==> src/wnpi_pkg.sv <==
// Shared types, constants and register codes of the weighted nearest palette index unit.
package wnpi_pkg;

    // Default sizing of the palette table and the channel lanes.
    localparam int MAX_COLORS_DEF   = 256;
    localparam int MAX_CHANNELS_DEF = 4;

    // Fixed field widths.
    localparam int CHAN_W   = 8;
    localparam int SQ_W     = 2 * CHAN_W;
    localparam int WEIGHT_W = 8;
    // The largest distance is 258 * 255 * 255, which fits in 24 bits.
    localparam int DIST_W   = 24;
    localparam int OUT_W    = 8;

    // Configuration port.
    localparam int ADDR_W = 4;
    localparam int DATA_W = 32;
    localparam int CCNT_W = 9;
    localparam int NCH_W  = 3;

    localparam logic [1:0] REG_COLOR_COUNT   = 2'd0;
    localparam logic [1:0] REG_CHANNEL_COUNT = 2'd1;
    localparam logic [1:0] REG_FIRST_WEIGHT  = 2'd2;

    localparam logic [CCNT_W-1:0]   COLOR_COUNT_RST   = 9'd256;
    localparam logic [NCH_W-1:0]    CHANNEL_COUNT_RST = 3'd3;
    localparam logic [WEIGHT_W-1:0] FIRST_WEIGHT_RST  = 8'd1;

    // Kind of an input word.
    localparam logic KIND_LOAD = 1'b0;
    localparam logic KIND_MAP  = 1'b1;

    // Controller states.
    typedef enum logic [1:0] {
        ST_IDLE,
        ST_ISSUE,
        ST_DRAIN,
        ST_DONE
    } t_state;

    // Configuration values seen by the datapath.
    typedef struct packed {
        logic [CCNT_W-1:0]   color_count;
        logic [NCH_W-1:0]    channel_count;
        logic [WEIGHT_W-1:0] first_weight;
    } t_cfg;

    // Commands from the controller to the datapath.
    typedef struct packed {
        logic load;
        logic capture;
        logic issue;
        logic publish;
    } t_cmd;

    // Status from the datapath to the controller.
    typedef struct packed {
        logic colors_zero;
        logic issue_last;
        logic pipe_busy;
        logic out_free;
    } t_status;

endpackage

==> src/wnpi_ctrl.sv <==
// Controller state machine that sequences loads and palette searches.
module wnpi_ctrl
    import wnpi_pkg::*;
(
    input  logic    i_clk,
    input  logic    i_rst_n,
    input  logic    i_valid,
    input  logic    i_kind,
    input  t_status i_status,
    output logic    o_ready,
    output t_cmd    o_cmd
);

    t_state r_state;
    t_state n_state;

    // State register.
    always_ff @(posedge i_clk) begin
        if (!i_rst_n) begin
            r_state <= ST_IDLE;
        end else begin
            r_state <= n_state;
        end
    end

    // Next state.
    always_comb begin
        n_state = r_state;
        case (r_state)
            ST_IDLE: begin
                if (i_valid && i_kind == KIND_MAP) begin
                    n_state = i_status.colors_zero ? ST_DRAIN : ST_ISSUE;
                end
            end
            ST_ISSUE: begin
                if (i_status.issue_last) begin
                    n_state = ST_DRAIN;
                end
            end
            ST_DRAIN: begin
                if (!i_status.pipe_busy) begin
                    n_state = ST_DONE;
                end
            end
            ST_DONE: begin
                if (i_status.out_free) begin
                    n_state = ST_IDLE;
                end
            end
            default: n_state = ST_IDLE;
        endcase
    end

    // Outputs: handshake and datapath commands.
    always_comb begin
        o_ready = 1'b0;
        o_cmd   = '0;
        case (r_state)
            ST_IDLE: begin
                o_ready       = 1'b1;
                o_cmd.load    = i_valid && i_kind == KIND_LOAD;
                o_cmd.capture = i_valid && i_kind == KIND_MAP;
            end
            ST_ISSUE: begin
                o_cmd.issue = 1'b1;
            end
            ST_DRAIN: ;
            ST_DONE: begin
                o_cmd.publish = i_status.out_free;
            end
            default: ;
        endcase
    end

endmodule

==> config.mk <==
export PLATFORM = sky130hd
export DESIGN_NAME = wnpi_ctrl
export DESIGN_NICKNAME = d
export VERILOG_FILES = /design/src/wnpi_pkg.sv /design/src/wnpi_ctrl.sv
export SDC_FILE = /design/constraint.sdc
export NUM_CORES = 1
export LEC_CHECK = 0
export ABC_AREA = 1
export BUFFER_PORTS_ARGS = -buffer_cell sky130_fd_sc_hd__buf_2
export CELL_PAD_IN_SITES_DETAIL_PLACEMENT = 0
export CELL_PAD_IN_SITES_GLOBAL_PLACEMENT = 2
export CORE_AREA = 2 2 39 41
export CTS_CLUSTER_DIAMETER = 40
export DETAILED_ROUTE_END_ITERATION = 8
export DIE_AREA = 0 0 41 43
export PLACE_DENSITY = 0.74
export SKIP_CTS_REPAIR_TIMING = 1
export SYNTH_ARGS = -nofsm -noshare
export SYNTH_HDL_FRONTEND = slang
export SYNTH_SLANG_ARGS = --single-unit
==> constraint.sdc <==
create_clock -name i_clk -period 2.6 [get_ports i_clk]
set_clock_uncertainty 0.1 [all_clocks]
set_input_delay 0.26 -clock i_clk [delete_from_list [all_inputs] [get_ports i_clk]]
set_output_delay 0.26 -clock i_clk [all_outputs]
set_load 0.03 [all_outputs]
==> implementation parameters <==
Parameter                              Value

Critical path
  WP depth    5
  Setup slack on the worst flop-to-flop path    1.29 ns
  Count of cells along the worst register-to-register path    8
  FF-to-FF End    r_state[1]
  Peak fanout along the critical path    4
  CP Data Required Time    2.24 ns
  Type of the worst setup path    reg2out
  Startpoint Class    flip-flop
  Startpoint of the lowest-slack register-to-register path    r_state[0]
  CP Buf/Inv Count    3
  Arrival time worst endpoint    1.19 ns
  Worst setup path startpoint    r_state[1]
  Slowest-stage cell, CP    sky130_fd_sc_hd__dfxtp_1
  Most prevalent standard cell on the critical path    sky130_fd_sc_hd__inv_1
  Worst setup path endpoint    o_cmd[2]
  Family with the most delay on the worst path    buffers and inverters
  Crit. End Element    primary output
  Crit-path cells    inv_1 > ha_1 > inv_1 > nor2_1 > buf_2
  Delay of the slowest critical-path stage    0.33 ns

Power
  Power density normalized to cell area    1210 nW/µm²
  Seq pwr share    15.6%
  Standby leakage power    0.000218 µW
  Comb power frac    67.9%
  Clock network power share    16.5%
  Max IR drop VDD    0.000279 V
  Switch Pwr    215 µW
  Sw Ratio    52.5%
  Pint    195 µW

CTS
  Number of levels the H-tree was split into    1
  Clock latency of the later-clocked register in the worst-skew pair    0.22 ns
  TritonCTS clock tree    built
  CTS buffer count    3
  Clock-pin slew reported for the worst setup and hold paths after clock tree synthesis    0.03 ns
  Clock sinks    2
  Root buffer cell    sky130_fd_sc_hd__clkbuf_4
  Deepest clock path buffer count    2

STA
  Transition time at the pin with the least slew margin    0.150 ns
  Top achievable clock speed    643 MHz
  Final Hold Viols    0
  RSZ-0062 raised after global routing    false
  Share of the cycle needed by the critical path after routing    59.8%
  Final Max Slew Viols    0
  Final setup violating endpoints    0
  Tightest slew margin relative to the limit    89.9%
  Total negative setup slack    0 ns
  Setup WS post-layout    1.05 ns
  Final Critical Period    1.55 ns

Synthesis
  Leading post-synthesis cells by cell area    sky130_fd_sc_hd__ha_1, sky130_fd_sc_hd__nand2_1, sky130_fd_sc_hd__dfxtp_1
  Proportion of netlist area held by the largest area contributor    26.6%
  Sequential-to-total area share from yosys stat    17.0%
  Synthesized-area fraction occupied by ao, oa, aoi and oai cells    4.26%
  Arithmetic-cell share of the synthesized area counting full adders, half adders and majority gates    26.6%
  Netlist Area Pre-Place    235 µm²
  Cell count after synthesis    39
  Yosys cell types    8
  Basic-gate share of the synthesized area counting and, or, nand and nor cells    37.8%
  Register bit total from synthesis    2
  Mean cell area of the mapped netlist    6.03 µm²
  Post-synth top area cell    sky130_fd_sc_hd__ha_1
  Combinational family with the most area after synthesis    simple AND/OR/NAND/NOR gates
  Synthesized-area fraction occupied by xor and xnor cells    0%
  Syn nets    52
  Yosys warning count    0
  Portion of netlist area occupied by mux cells    0%

Layout
  Nets    69
  Layout overhead on the synthesized area    43.6%
  Finished Layout Cells    70
  Fill count    163
  Top flop regs    r_state: 2 flops
  Register with the most flip-flops    r_state
  Share of final-layout standard cells stronger than drive strength 1    31.5%
  Diodes inserted    0
  Largest register FFs    2

Global routing
  Number of antenna violations at the first check in global routing    0
  Number of global-route vias before repair    200
  GR Overflow Total    0
  Largest net degree at the start of global routing    5
  Wire length of the first global-routing pass    641 µm
  Global-route total usage across every layer    6.11%

Placement
  Number of port buffers    12
  Gp weighted congestion    0.639
  Pre-CTS setup slack    1.27 ns
  Number of placed instances, taps included    67
  Post-DP HPWL    378 µm

Floorplanning
  Site row count    14
  Vertical die dimension    43 µm
  Number of top-level pins    13
  Die outline width    41 µm
  Initial standard-cell utilization of the core    17.0%
  Core footprint    1380 µm²
  Die outline area    1760 µm²

Drt
  Overall via count from detail_route    251
  WL/cell    6.21 µm
  DRC violation total after the first TritonRoute iteration    0
  Average vias per placed instance    3.59
  Remaining design rule violation count    0
  Total Wirelength    435 µm
  Number of iterations in the first detailed-routing pass    1
  Post-detailed-route count of antenna-violating nets    0

Flow run
  Max-cap check violation count    0

Hold path
  Type of the most critical hold path    in2reg
  Hold Path Stages    3

Run status
  Result of the run    finished clean
[synth_stat cells]
cell                      count
sky130_fd_sc_hd__dfxtp_1      2
sky130_fd_sc_hd__o21ai_0      2
sky130_fd_sc_hd__nor2_4       1
sky130_fd_sc_hd__nor2_1       6
sky130_fd_sc_hd__nand2_1     13
sky130_fd_sc_hd__nand2_2      1
sky130_fd_sc_hd__ha_1         5
sky130_fd_sc_hd__inv_1        9
[how the worst min path moves through the flow]
stage / start / slack, ns / endpoint
6_report: i_rst_n / 0.17 / r_state[1]
5_1_grt: i_rst_n / 0.17 / r_state[1]
4_1_cts: i_rst_n / 0.16 / r_state[1]
3_5_place_dp: i_rst_n / 0.40 / r_state[1]
3_3_place_gp: i_rst_n / 0.41 / r_state[1]
2_1_floorplan: i_rst_n / 0.28 / r_state[0]
[placed cells by master (no fill, tap or decap)]
master / count
sky130_fd_sc_hd__nand2_2: 1
sky130_fd_sc_hd__clkbuf_4: 3
sky130_fd_sc_hd__o21ai_0: 2
sky130_fd_sc_hd__nor2_4: 1
sky130_fd_sc_hd__nand2_1: 13
sky130_fd_sc_hd__ha_1: 5
sky130_fd_sc_hd__inv_1: 9
sky130_fd_sc_hd__dfxtp_1: 2
sky130_fd_sc_hd__nor2_1: 6
sky130_fd_sc_hd__buf_2: 12
[area by class of cell]
class / count / area, µm² / share of cell area [%]
tap: 16 / 20.0 / 5.93
timing repair buffer: 12 / 60.1 / 17.8
sequential: 2 / 40.0 / 11.9
multi-input combinational: 28 / 161 / 47.8
inverter: 9 / 33.8 / 10.0
clock buffer: 3 / 22.5 / 6.67
[tightest hold or removal path: stages]
cell and delay (ns):
sky130_fd_sc_hd__buf_2 0.10, sky130_fd_sc_hd__nand2_1 0.05, sky130_fd_sc_hd__nor2_1 0.03
[power groups by stage]
stage / clock (µW) / sequential [µW] / combinational, µW
after detailed placement: 0 / 64.7 / 283
final: 67.5 / 64.1 / 279
after global routing: 77.5 / 67.8 / 318
after CTS: 71.4 / 64.2 / 286
after global placement: 0 / 64.7 / 291
after floorplan: 0 / 61.1 / 231
[through the flow]
stage          instance area (µm²)  utilization, %  hold WS (ns)  power, µW
2_1_floorplan                  235               -         0.280        292
3_3_place_gp                   315            22.8         0.407        356
3_5_place_dp                   315            22.8         0.402        348
4_1_cts                        338            24.4         0.165        421
5_1_grt                        338            24.4         0.166        463
6_report                       338            24.4         0.171        410
[cell families (layout without fill, tap and decap cells)]
logic type | Yosys count | after routing
compound gates | 2 | 2
buf+inv | 9 | 24
fa+ha+maj | 5 | 5
simple gates | 21 | 21
flops | 2 | 2
[metal layers]
metal	up-vias	wire length, µm	part of all wire (%)	GRT usage [%]
li1	142	-	-	-
met1	92	193	44	5.73
met2	15	164	38	6.88
met3	2	69	16	4.71
met4	0	8	1.8	8.00
met5	-	0	0	0
No activity file was read; power rests on OpenSTA's default activity.
