`config.mk`:
```
export PLATFORM = sky130hd
export DESIGN_NAME = wnpi_regs
export DESIGN_NICKNAME = d
export VERILOG_FILES = /design/src/wnpi_pkg.sv /design/src/wnpi_regs.sv
export SDC_FILE = /design/constraint.sdc
export NUM_CORES = 1
export LEC_CHECK = 0
export ABC_CLOCK_PERIOD_IN_PS = 1100
export BUFFER_PORTS_ARGS = -buffer_cell sky130_fd_sc_hd__buf_2
export CAP_MARGIN = 20
export CORE_MARGIN = 2
export CORE_UTILIZATION = 40
export CTS_BUF_LIST = sky130_fd_sc_hd__clkbuf_8
export CTS_CLUSTER_DIAMETER = 100
export CTS_CLUSTER_SIZE = 10
export DETAILED_ROUTE_END_ITERATION = 12
export GPL_TIMING_DRIVEN = 0
export PLACE_DENSITY_LB_ADDON = 0.12
export SKIP_LAST_GASP = 1
export SYNTH_ARGS = -nofsm -noshare
export SYNTH_HDL_FRONTEND = slang
export SYNTH_SLANG_ARGS = --single-unit
```
`constraint.sdc`:
```
create_clock -name i_clk -period 1.1 [get_ports i_clk]
set_clock_uncertainty 0.2 [all_clocks]
set_input_delay 0.055 -clock i_clk [delete_from_list [all_inputs] [get_ports i_clk]]
set_output_delay 0.055 -clock i_clk [all_outputs]
set_load 0.02 [all_outputs]
```
`src/wnpi_pkg.sv`:
```
// Shared types, constants and register codes of the weighted nearest palette index unit.
package wnpi_pkg;

    // Default sizing of the palette table and the channel lanes.
    localparam int MAX_COLORS_DEF   = 256;
    localparam int MAX_CHANNELS_DEF = 4;

    // Fixed field widths.
    localparam int CHAN_W   = 8;
    localparam int SQ_W     = 2 * CHAN_W;
    localparam int WEIGHT_W = 8;
    // The largest distance is 258 * 255 * 255, which fits in 24 bits.
    localparam int DIST_W   = 24;
    localparam int OUT_W    = 8;

    // Configuration port.
    localparam int ADDR_W = 4;
    localparam int DATA_W = 32;
    localparam int CCNT_W = 9;
    localparam int NCH_W  = 3;

    localparam logic [1:0] REG_COLOR_COUNT   = 2'd0;
    localparam logic [1:0] REG_CHANNEL_COUNT = 2'd1;
    localparam logic [1:0] REG_FIRST_WEIGHT  = 2'd2;

    localparam logic [CCNT_W-1:0]   COLOR_COUNT_RST   = 9'd256;
    localparam logic [NCH_W-1:0]    CHANNEL_COUNT_RST = 3'd3;
    localparam logic [WEIGHT_W-1:0] FIRST_WEIGHT_RST  = 8'd1;

    // Kind of an input word.
    localparam logic KIND_LOAD = 1'b0;
    localparam logic KIND_MAP  = 1'b1;

    // Controller states.
    typedef enum logic [1:0] {
        ST_IDLE,
        ST_ISSUE,
        ST_DRAIN,
        ST_DONE
    } t_state;

    // Configuration values seen by the datapath.
    typedef struct packed {
        logic [CCNT_W-1:0]   color_count;
        logic [NCH_W-1:0]    channel_count;
        logic [WEIGHT_W-1:0] first_weight;
    } t_cfg;

    // Commands from the controller to the datapath.
    typedef struct packed {
        logic load;
        logic capture;
        logic issue;
        logic publish;
    } t_cmd;

    // Status from the datapath to the controller.
    typedef struct packed {
        logic colors_zero;
        logic issue_last;
        logic pipe_busy;
        logic out_free;
    } t_status;

endpackage

```
`src/wnpi_regs.sv`:
```
// Configuration registers of the weighted nearest palette index unit behind an APB-style port.
module wnpi_regs
    import wnpi_pkg::*;
(
    input  logic              i_clk,
    input  logic              i_rst_n,
    input  logic              psel,
    input  logic              penable,
    input  logic              pwrite,
    input  logic [ADDR_W-1:0] paddr,
    input  logic [DATA_W-1:0] pwdata,
    output logic [DATA_W-1:0] prdata,
    output logic              pready,
    output t_cfg              o_cfg
);

    t_cfg r_cfg;
    logic w_wr;

    // The port never stalls.
    assign pready = 1'b1;
    assign w_wr   = psel && penable && pwrite && pready;

    // Register writes; unknown addresses are dropped.
    always_ff @(posedge i_clk) begin
        if (!i_rst_n) begin
            r_cfg.color_count   <= COLOR_COUNT_RST;
            r_cfg.channel_count <= CHANNEL_COUNT_RST;
            r_cfg.first_weight  <= FIRST_WEIGHT_RST;
        end else if (w_wr) begin
            case (paddr[3:2])
                REG_COLOR_COUNT:   r_cfg.color_count   <= pwdata[CCNT_W-1:0];
                REG_CHANNEL_COUNT: r_cfg.channel_count <= pwdata[NCH_W-1:0];
                REG_FIRST_WEIGHT:  r_cfg.first_weight  <= pwdata[WEIGHT_W-1:0];
                default: ;
            endcase
        end
    end

    // Read back.
    always_comb begin
        case (paddr[3:2])
            REG_COLOR_COUNT:   prdata = DATA_W'(r_cfg.color_count);
            REG_CHANNEL_COUNT: prdata = DATA_W'(r_cfg.channel_count);
            REG_FIRST_WEIGHT:  prdata = DATA_W'(r_cfg.first_weight);
            default:           prdata = '0;
        endcase
    end

    assign o_cfg = r_cfg;

endmodule

```
==> results.py, run 1 <==
metrics = {
    "synth": {
        "ys_seq_area_share_pct": 34.3,
        "avgSynthCellArea_um2": 8.77,
        "ys_warn_count": 0,
        "syn_inst": 133,
        "synth_area_um2": 1170,
        "postSynthRegisterBits": 20,
        "synthDistinctLibCells": 23,
    },
    "critical_path": {
        "r2r_slack_ns": 0.15,
        "critPathSlowestCell": "dfxtp_2",
        "startpoint": "o_cfg[0]",
        "slowest_delay_ns": 0.33,
        "worstSetupStartpointType": "flop",
        "crit_required_ns": 0.84,
        "worstPathCellList": "mux2i_2, o21ai_2, buf_6",
        "crit_arrival_ns": 0.96,
        "worstSetupPathType": "flop to output pin",
        "critPathCaptureType": "output pin",
        "worstPathMaxFanout": 2,
        "regToRegStartpoint": "o_cfg[19]",
    },
    "clocking": {
        "numCtsBuffers": 3,
        "htreeDepth": 1,
        "clkSlewWorstSetupHoldPaths_ns": 0.07,
        "clk_latency_ns": 0.25,
        "cts_tree": "built",
        "clock-sinks": 20,
        "clockBufferDepth": 2,
        "cts_root_buf": "clkbuf_8",
    },
    "power": {
        "p_leak_nw": 0.996,
        "pwr_density_cell_nw_per_um2": 881,
        "irDropWorstVdd_v": 0.000672,
    },
    "timing": {
        "finalCritPeriodShare_pct": 111,
        "tns_ns": -0.781,
        "rsz0062_at_grt": "yes",
        "hold_viol_final": 1,
        "fmax_ghz": 0.820,
        "hold_slack_ns": -0.0189,
        "setup_viol": 9,
        "maxSlewViolCount": 0,
        "timing.final.ws_setup_ns": -0.120,
        "fin_crit_ns": 1.22,
    },
    "global_route": {
        "grt-ovfl-total": 0,
        "grt_pass1_wl_um": 4550,
        "grt_pass1_vias": 1077,
        "grtUsageTotal_pct": 17.1,
        "antenna_found_initial": 0,
        "grt_max_degree": 12,
    },
    "routing": {
        "drtAntennaViolNets": 0,
        "drtPass1Iterations": 4,
        "drtIter0Drc": 15,
        "via_per_inst": 4.47,
        "vias": 1145,
        "drt_wl_total_um": 2930,
        "drc": 0,
        "wl_per_cell_um": 11.4,
    },
    "min_path": {
        "min_from": "paddr[3]",
        "hp-class": "input port to flop",
    },
    "floorplanning": {
        "io_pins": 94,
        "core-area_um2": 2760,
        "start_util_pct": 42.3,
        "die_area_um2": 3360,
        "fp-row-count": 19,
        "dieWidth_um": 58.0,
        "dieHeight_um": 58.0,
    },
    "final_layout": {
        "multi_input_area_um2": 637,
        "syn2layout_area_growth_pct": 64.5,
        "drive_gt1_share_pct": 53.3,
        "nNetsFinal": 267,
        "num_antenna_cells": 0,
        "fill_cells": 228,
        "area.sequential_um2": 422,
        "largest_reg_flops": 20,
        "stdcell_area_um2": 1920,
        "final_cell_mix": "39 x buf_4, 28 x buf_2, 27 x nand2_1",
        "final_common_cell": "buf_4",
    },
    "placed_design": {
        "dp_hpwl_um": 1990,
        "dpl_cell_area_um2": 1530,
        "pre_cts_ws_ns": -0.0723,
        "port_buffers": 44,
        "gp_congestion": 0.748,
    },
    "status": {
        "outcome": "finished, violations left",
        "violations": "negative hold slack, negative setup slack",
    },
    "run": {
        "cap_violations": 0,
    },
}
## worst max-delay path: cells and delay by family, from the launching register on
family | cells | cell delay, ns
flops | 1 | 0.33
mux | 1 | 0.17
compound gates | 1 | 0.07
buf+inv | 1 | 0.14
## timing repair
action / 4_1_cts / 5_1_grt
hold buffers: 10 / 0
gates cloned: 0 / 0
hold endpoints to repair: 20 / 0
resized for setup: 31 / 26
endpoints found under the setup margin: 9 / 20
pin swaps: 3 / 1
buffers inserted: 12 / 0
## per-layer routing
metal / vias to the layer above / share of wire, % / GRT usage, %
met4: 0 / 0.38 / 3.99
met2: 53 / 51 / 32.0
met3: 2 / 8.4 / 3.35
met1: 520 / 40 / 19.9
li1: 570 / - / -
met5: - / 0 / 0
## final timing paths
path | endpoint | cells after the start
worst max-delay path | prdata[0] | 3
worst min-delay path | o_cfg[19] | 4
worst max register to register | o_cfg[19] | 3
worst min register to register | o_cfg[16] | 2
## synth_stat cells
library cell,number,area (um^2)
a21oi_1,2,10.0
and2_4,1,8.76
and2b_1,1,7.51
and3_4,1,11.3
buf_2,4,20.0
buf_4,25,188
buf_6,2,22.5
conb_1,2,7.51
dfxtp_1,20,400
inv_1,2,7.51
mux2i_1,25,250
nand2_1,27,101
nand2_2,1,6.26
nand2b_1,1,6.26
nand3_1,2,10.0
nand3_2,1,10.0
nor2_1,6,22.5
nor2b_1,2,12.5
nor3_1,1,5.00
nor3_4,1,16.3
nor3b_2,1,12.5
o211ai_1,2,15.0
o21ai_0,3,15.0
## where the power goes
group,internal [W],switching [W]
logic,0.000182,0.000213
registers,0.000735,0.00000637
clock network,0.000318,0.000235
## final cells by class
type	count	share of cell area (%)
Buffer	31	12.0
Clock buffer	4	2.87
Inverter	2	0.391
Multi-Input combinational cell	102	33.2
Sequential cell	20	22.0
Tap cell	31	2.02
Timing Repair Buffer	66	27.5
## cell families after synthesis
group | synth area share [%]
DFF | 34.3
muxes | 21.5
and+or+nand+nor | 19.7
buffers and inverters | 20.4
AOI/OAI and AO/OA | 3.43
other | 0.644
## stage by stage
| step | hold slack (ns) | util [%] | power [W] | instances |
|---|---|---|---|---|
| 4_1_cts | -0.0219 | 66.6 | 0.00169 | 256 |
| 2_1_floorplan | -0.00286 | - | 0.00102 | 155 |
| 3_3_place_gp | 0.119 | 55.5 | 0.00109 | 230 |
| 3_5_place_dp | 0.123 | 55.5 | 0.00109 | 230 |
| 5_1_grt | 0.00951 | 69.6 | 0.00176 | 256 |
| 6_report | -0.0189 | 69.6 | 0.00169 | 256 |
No activity file was read; power rests on OpenSTA's default activity.
==> inputs of run 2 (changes only) <==
--- a/constraint.sdc
+++ b/constraint.sdc
@@ -3,3 +3,3 @@
 set_input_delay 0.055 -clock i_clk [delete_from_list [all_inputs] [get_ports i_clk]]
 set_output_delay 0.055 -clock i_clk [all_outputs]
-set_load 0.02 [all_outputs]
+set_load 0.1 [all_outputs]
==> run 2 against run 1 <==
  * Wire length is 31% higher
  * Sequential power is 4.6% lower
  * Combinational power up 120%
  * Largest cell class unchanged
  * The flow still finishes with violations (negative hold slack, negative setup slack)
  * Register-to-register slack lost 0.02 ns
  * Via count increased by 3.8%
  * Fmax decreased by 7.1%
  * First-iteration DRC count rose by 40%
==> results.py, run 2 (synthesized netlist as in run 1, its figures left out) <==
metrics = {
    "floorplanning": {
        "start_util_pct": 42.3,
        "dieHeight_um": 58.0,
        "io_pins": 94,
        "core-area_um2": 2760,
        "fp-row-count": 19,
        "dieWidth_um": 58.0,
        "die_area_um2": 3360,
    },
    "timing": {
        "maxSlewViolCount": 0,
        "relSlewSlack_pct": 62.9,
        "timing.final.ws_setup_ns": -0.213,
        "hold_slack_ns": -0.00223,
        "finalCritPeriodShare_pct": 119,
        "setup_viol": 17,
        "fin_crit_ns": 1.31,
        "hold_viol_final": 1,
        "rsz0062_at_grt": "yes",
        "fmax_ghz": 0.762,
        "worstMarginPinSlew_ns": 0.556,
    },
    "final_layout": {
        "drive_gt1_share_pct": 59.0,
        "largest_reg_flops": 20,
        "finalNonFillerCells": 253,
        "syn2layout_area_growth_pct": 107,
        "final_common_cell": "nand2_1",
        "nNetsFinal": 264,
        "fill_cells": 120,
        "fin_util_pct": 87.6,
        "final_cell_mix": "27 x nand2_1, 26 x buf_4, 24 x conb_1",
        "num_antenna_cells": 0,
    },
    "power": {
        "p_leak_nw": 1.06,
        "power.total_w": 0.00209,
        "pwr_density_cell_nw_per_um2": 866,
        "irDropWorstVdd_v": 0.000937,
    },
    "clocking": {
        "numCtsBuffers": 3,
        "cts_tree": "built",
        "cts_root_buf": "clkbuf_8",
        "htreeDepth": 1,
        "clock-sinks": 20,
        "clk_latency_ns": 0.26,
        "clkSlewWorstSetupHoldPaths_ns": 0.07,
        "clockBufferDepth": 2,
    },
    "critical_path": {
        "worstSetupPathType": "flop to output pin",
        "worstPathMaxFanout": 3,
        "crit_arrival_ns": 1.06,
        "slowest_delay_ns": 0.37,
        "critPathCaptureType": "output pin",
        "crit_required_ns": 0.84,
        "worstPathCellList": "mux2i_4, o21ai_4, buf_12",
        "crit_family": "flip-flops",
        "worstSetupStartpointType": "flop",
        "critPathBufInv": 1,
        "critPathSlowestCell": "dfxtp_4",
    },
    "global_route": {
        "grt_pass1_vias": 1145,
        "grt_pass1_wl_um": 5080,
        "grt-ovfl-total": 0,
        "antenna_found_initial": 0,
        "grt_max_degree": 12,
        "grtUsageTotal_pct": 20.1,
    },
    "routing": {
        "drtIter0Drc": 21,
        "drc": 0,
        "drtAntennaViolNets": 0,
        "drt_wl_total_um": 3820,
        "via_per_inst": 4.70,
        "drtPass1Iterations": 4,
        "wl_per_cell_um": 15.1,
        "vias": 1189,
    },
    "min_path": {
        "hp-class": "input port to flop",
    },
    "placed_design": {
        "dp_hpwl_um": 2170,
        "port_buffers": 44,
        "place_inst": 230,
        "gp_congestion": 0.734,
    },
    "status": {
        "outcome": "finished, violations left",
        "violations": "negative hold slack, negative setup slack",
    },
    "run": {
        "cap_violations": 0,
    },
}
[run 2: layout make-up]
type	instances	area, um^2	area share [%]
inverter	2	10.0	0.414
clock buffer	3	41.3	1.71
clock inverter	1	3.75	0.155
buffer	31	234	9.68
multi-input combinational	102	793	32.8
sequential	20	475	19.7
timing repair buffer	63	820	33.9
tap	31	38.8	1.61
[run 2: worst paths after layout]
kind | start | end | slack (ns) | cells past startpoint
max reg2reg | o_cfg[1] | o_cfg[1] | 0.13 | 3
min reg2reg | o_cfg[2] | o_cfg[2] | 0.31 | 2
min | penable | o_cfg[11] | -0.002 | 4
max | o_cfg[12] | prdata[1] | -0.21 | 3
[run 2: repair_timing]
action                     in CTS  in global routing
setup endpoints to repair      29                 29
hold buffers                   10                  0
pin swaps                       7                  2
buffers inserted                2                  8
resized for setup              92                 29
hold endpoints to repair       20                  0
[run 2: report_power, final]
part | switching [W] | internal [W]
sequential | 0.0000154 | 0.000692
clock | 0.000249 | 0.000248
combinational | 0.000647 | 0.000241
[run 2: layer usage]
metal	track usage [%]	part of all wire, %	wire length (um)	vias up
met5	0	0	0	-
met4	8.64	1.7	66	0
met3	3.13	5.4	208	5
met2	38.0	54	2050	61
met1	21.9	39	1500	558
li1	-	-	-	565
[run 2: tightest hold or removal path: stages]
cell,delay (ns)
buf_2,0.11
nand3_2,0.09
nor3_4,0.05
mux2i_1,0.10
[run 2: metrics by stage]
| stage | worst slack, ns | instance area, um^2 | TNS [ns] |
|---|---|---|---|
| 3_3_place_gp | -0.407 | 1760 | -3.62 |
| 3_5_place_dp | -0.411 | 1760 | -4.19 |
| 5_1_grt | -0.262 | 2420 | -2.88 |
| 2_1_floorplan | -0.485 | 1500 | -3.29 |
| 6_report | -0.213 | 2420 | -2.23 |
| 4_1_cts | -0.194 | 2240 | -1.73 |
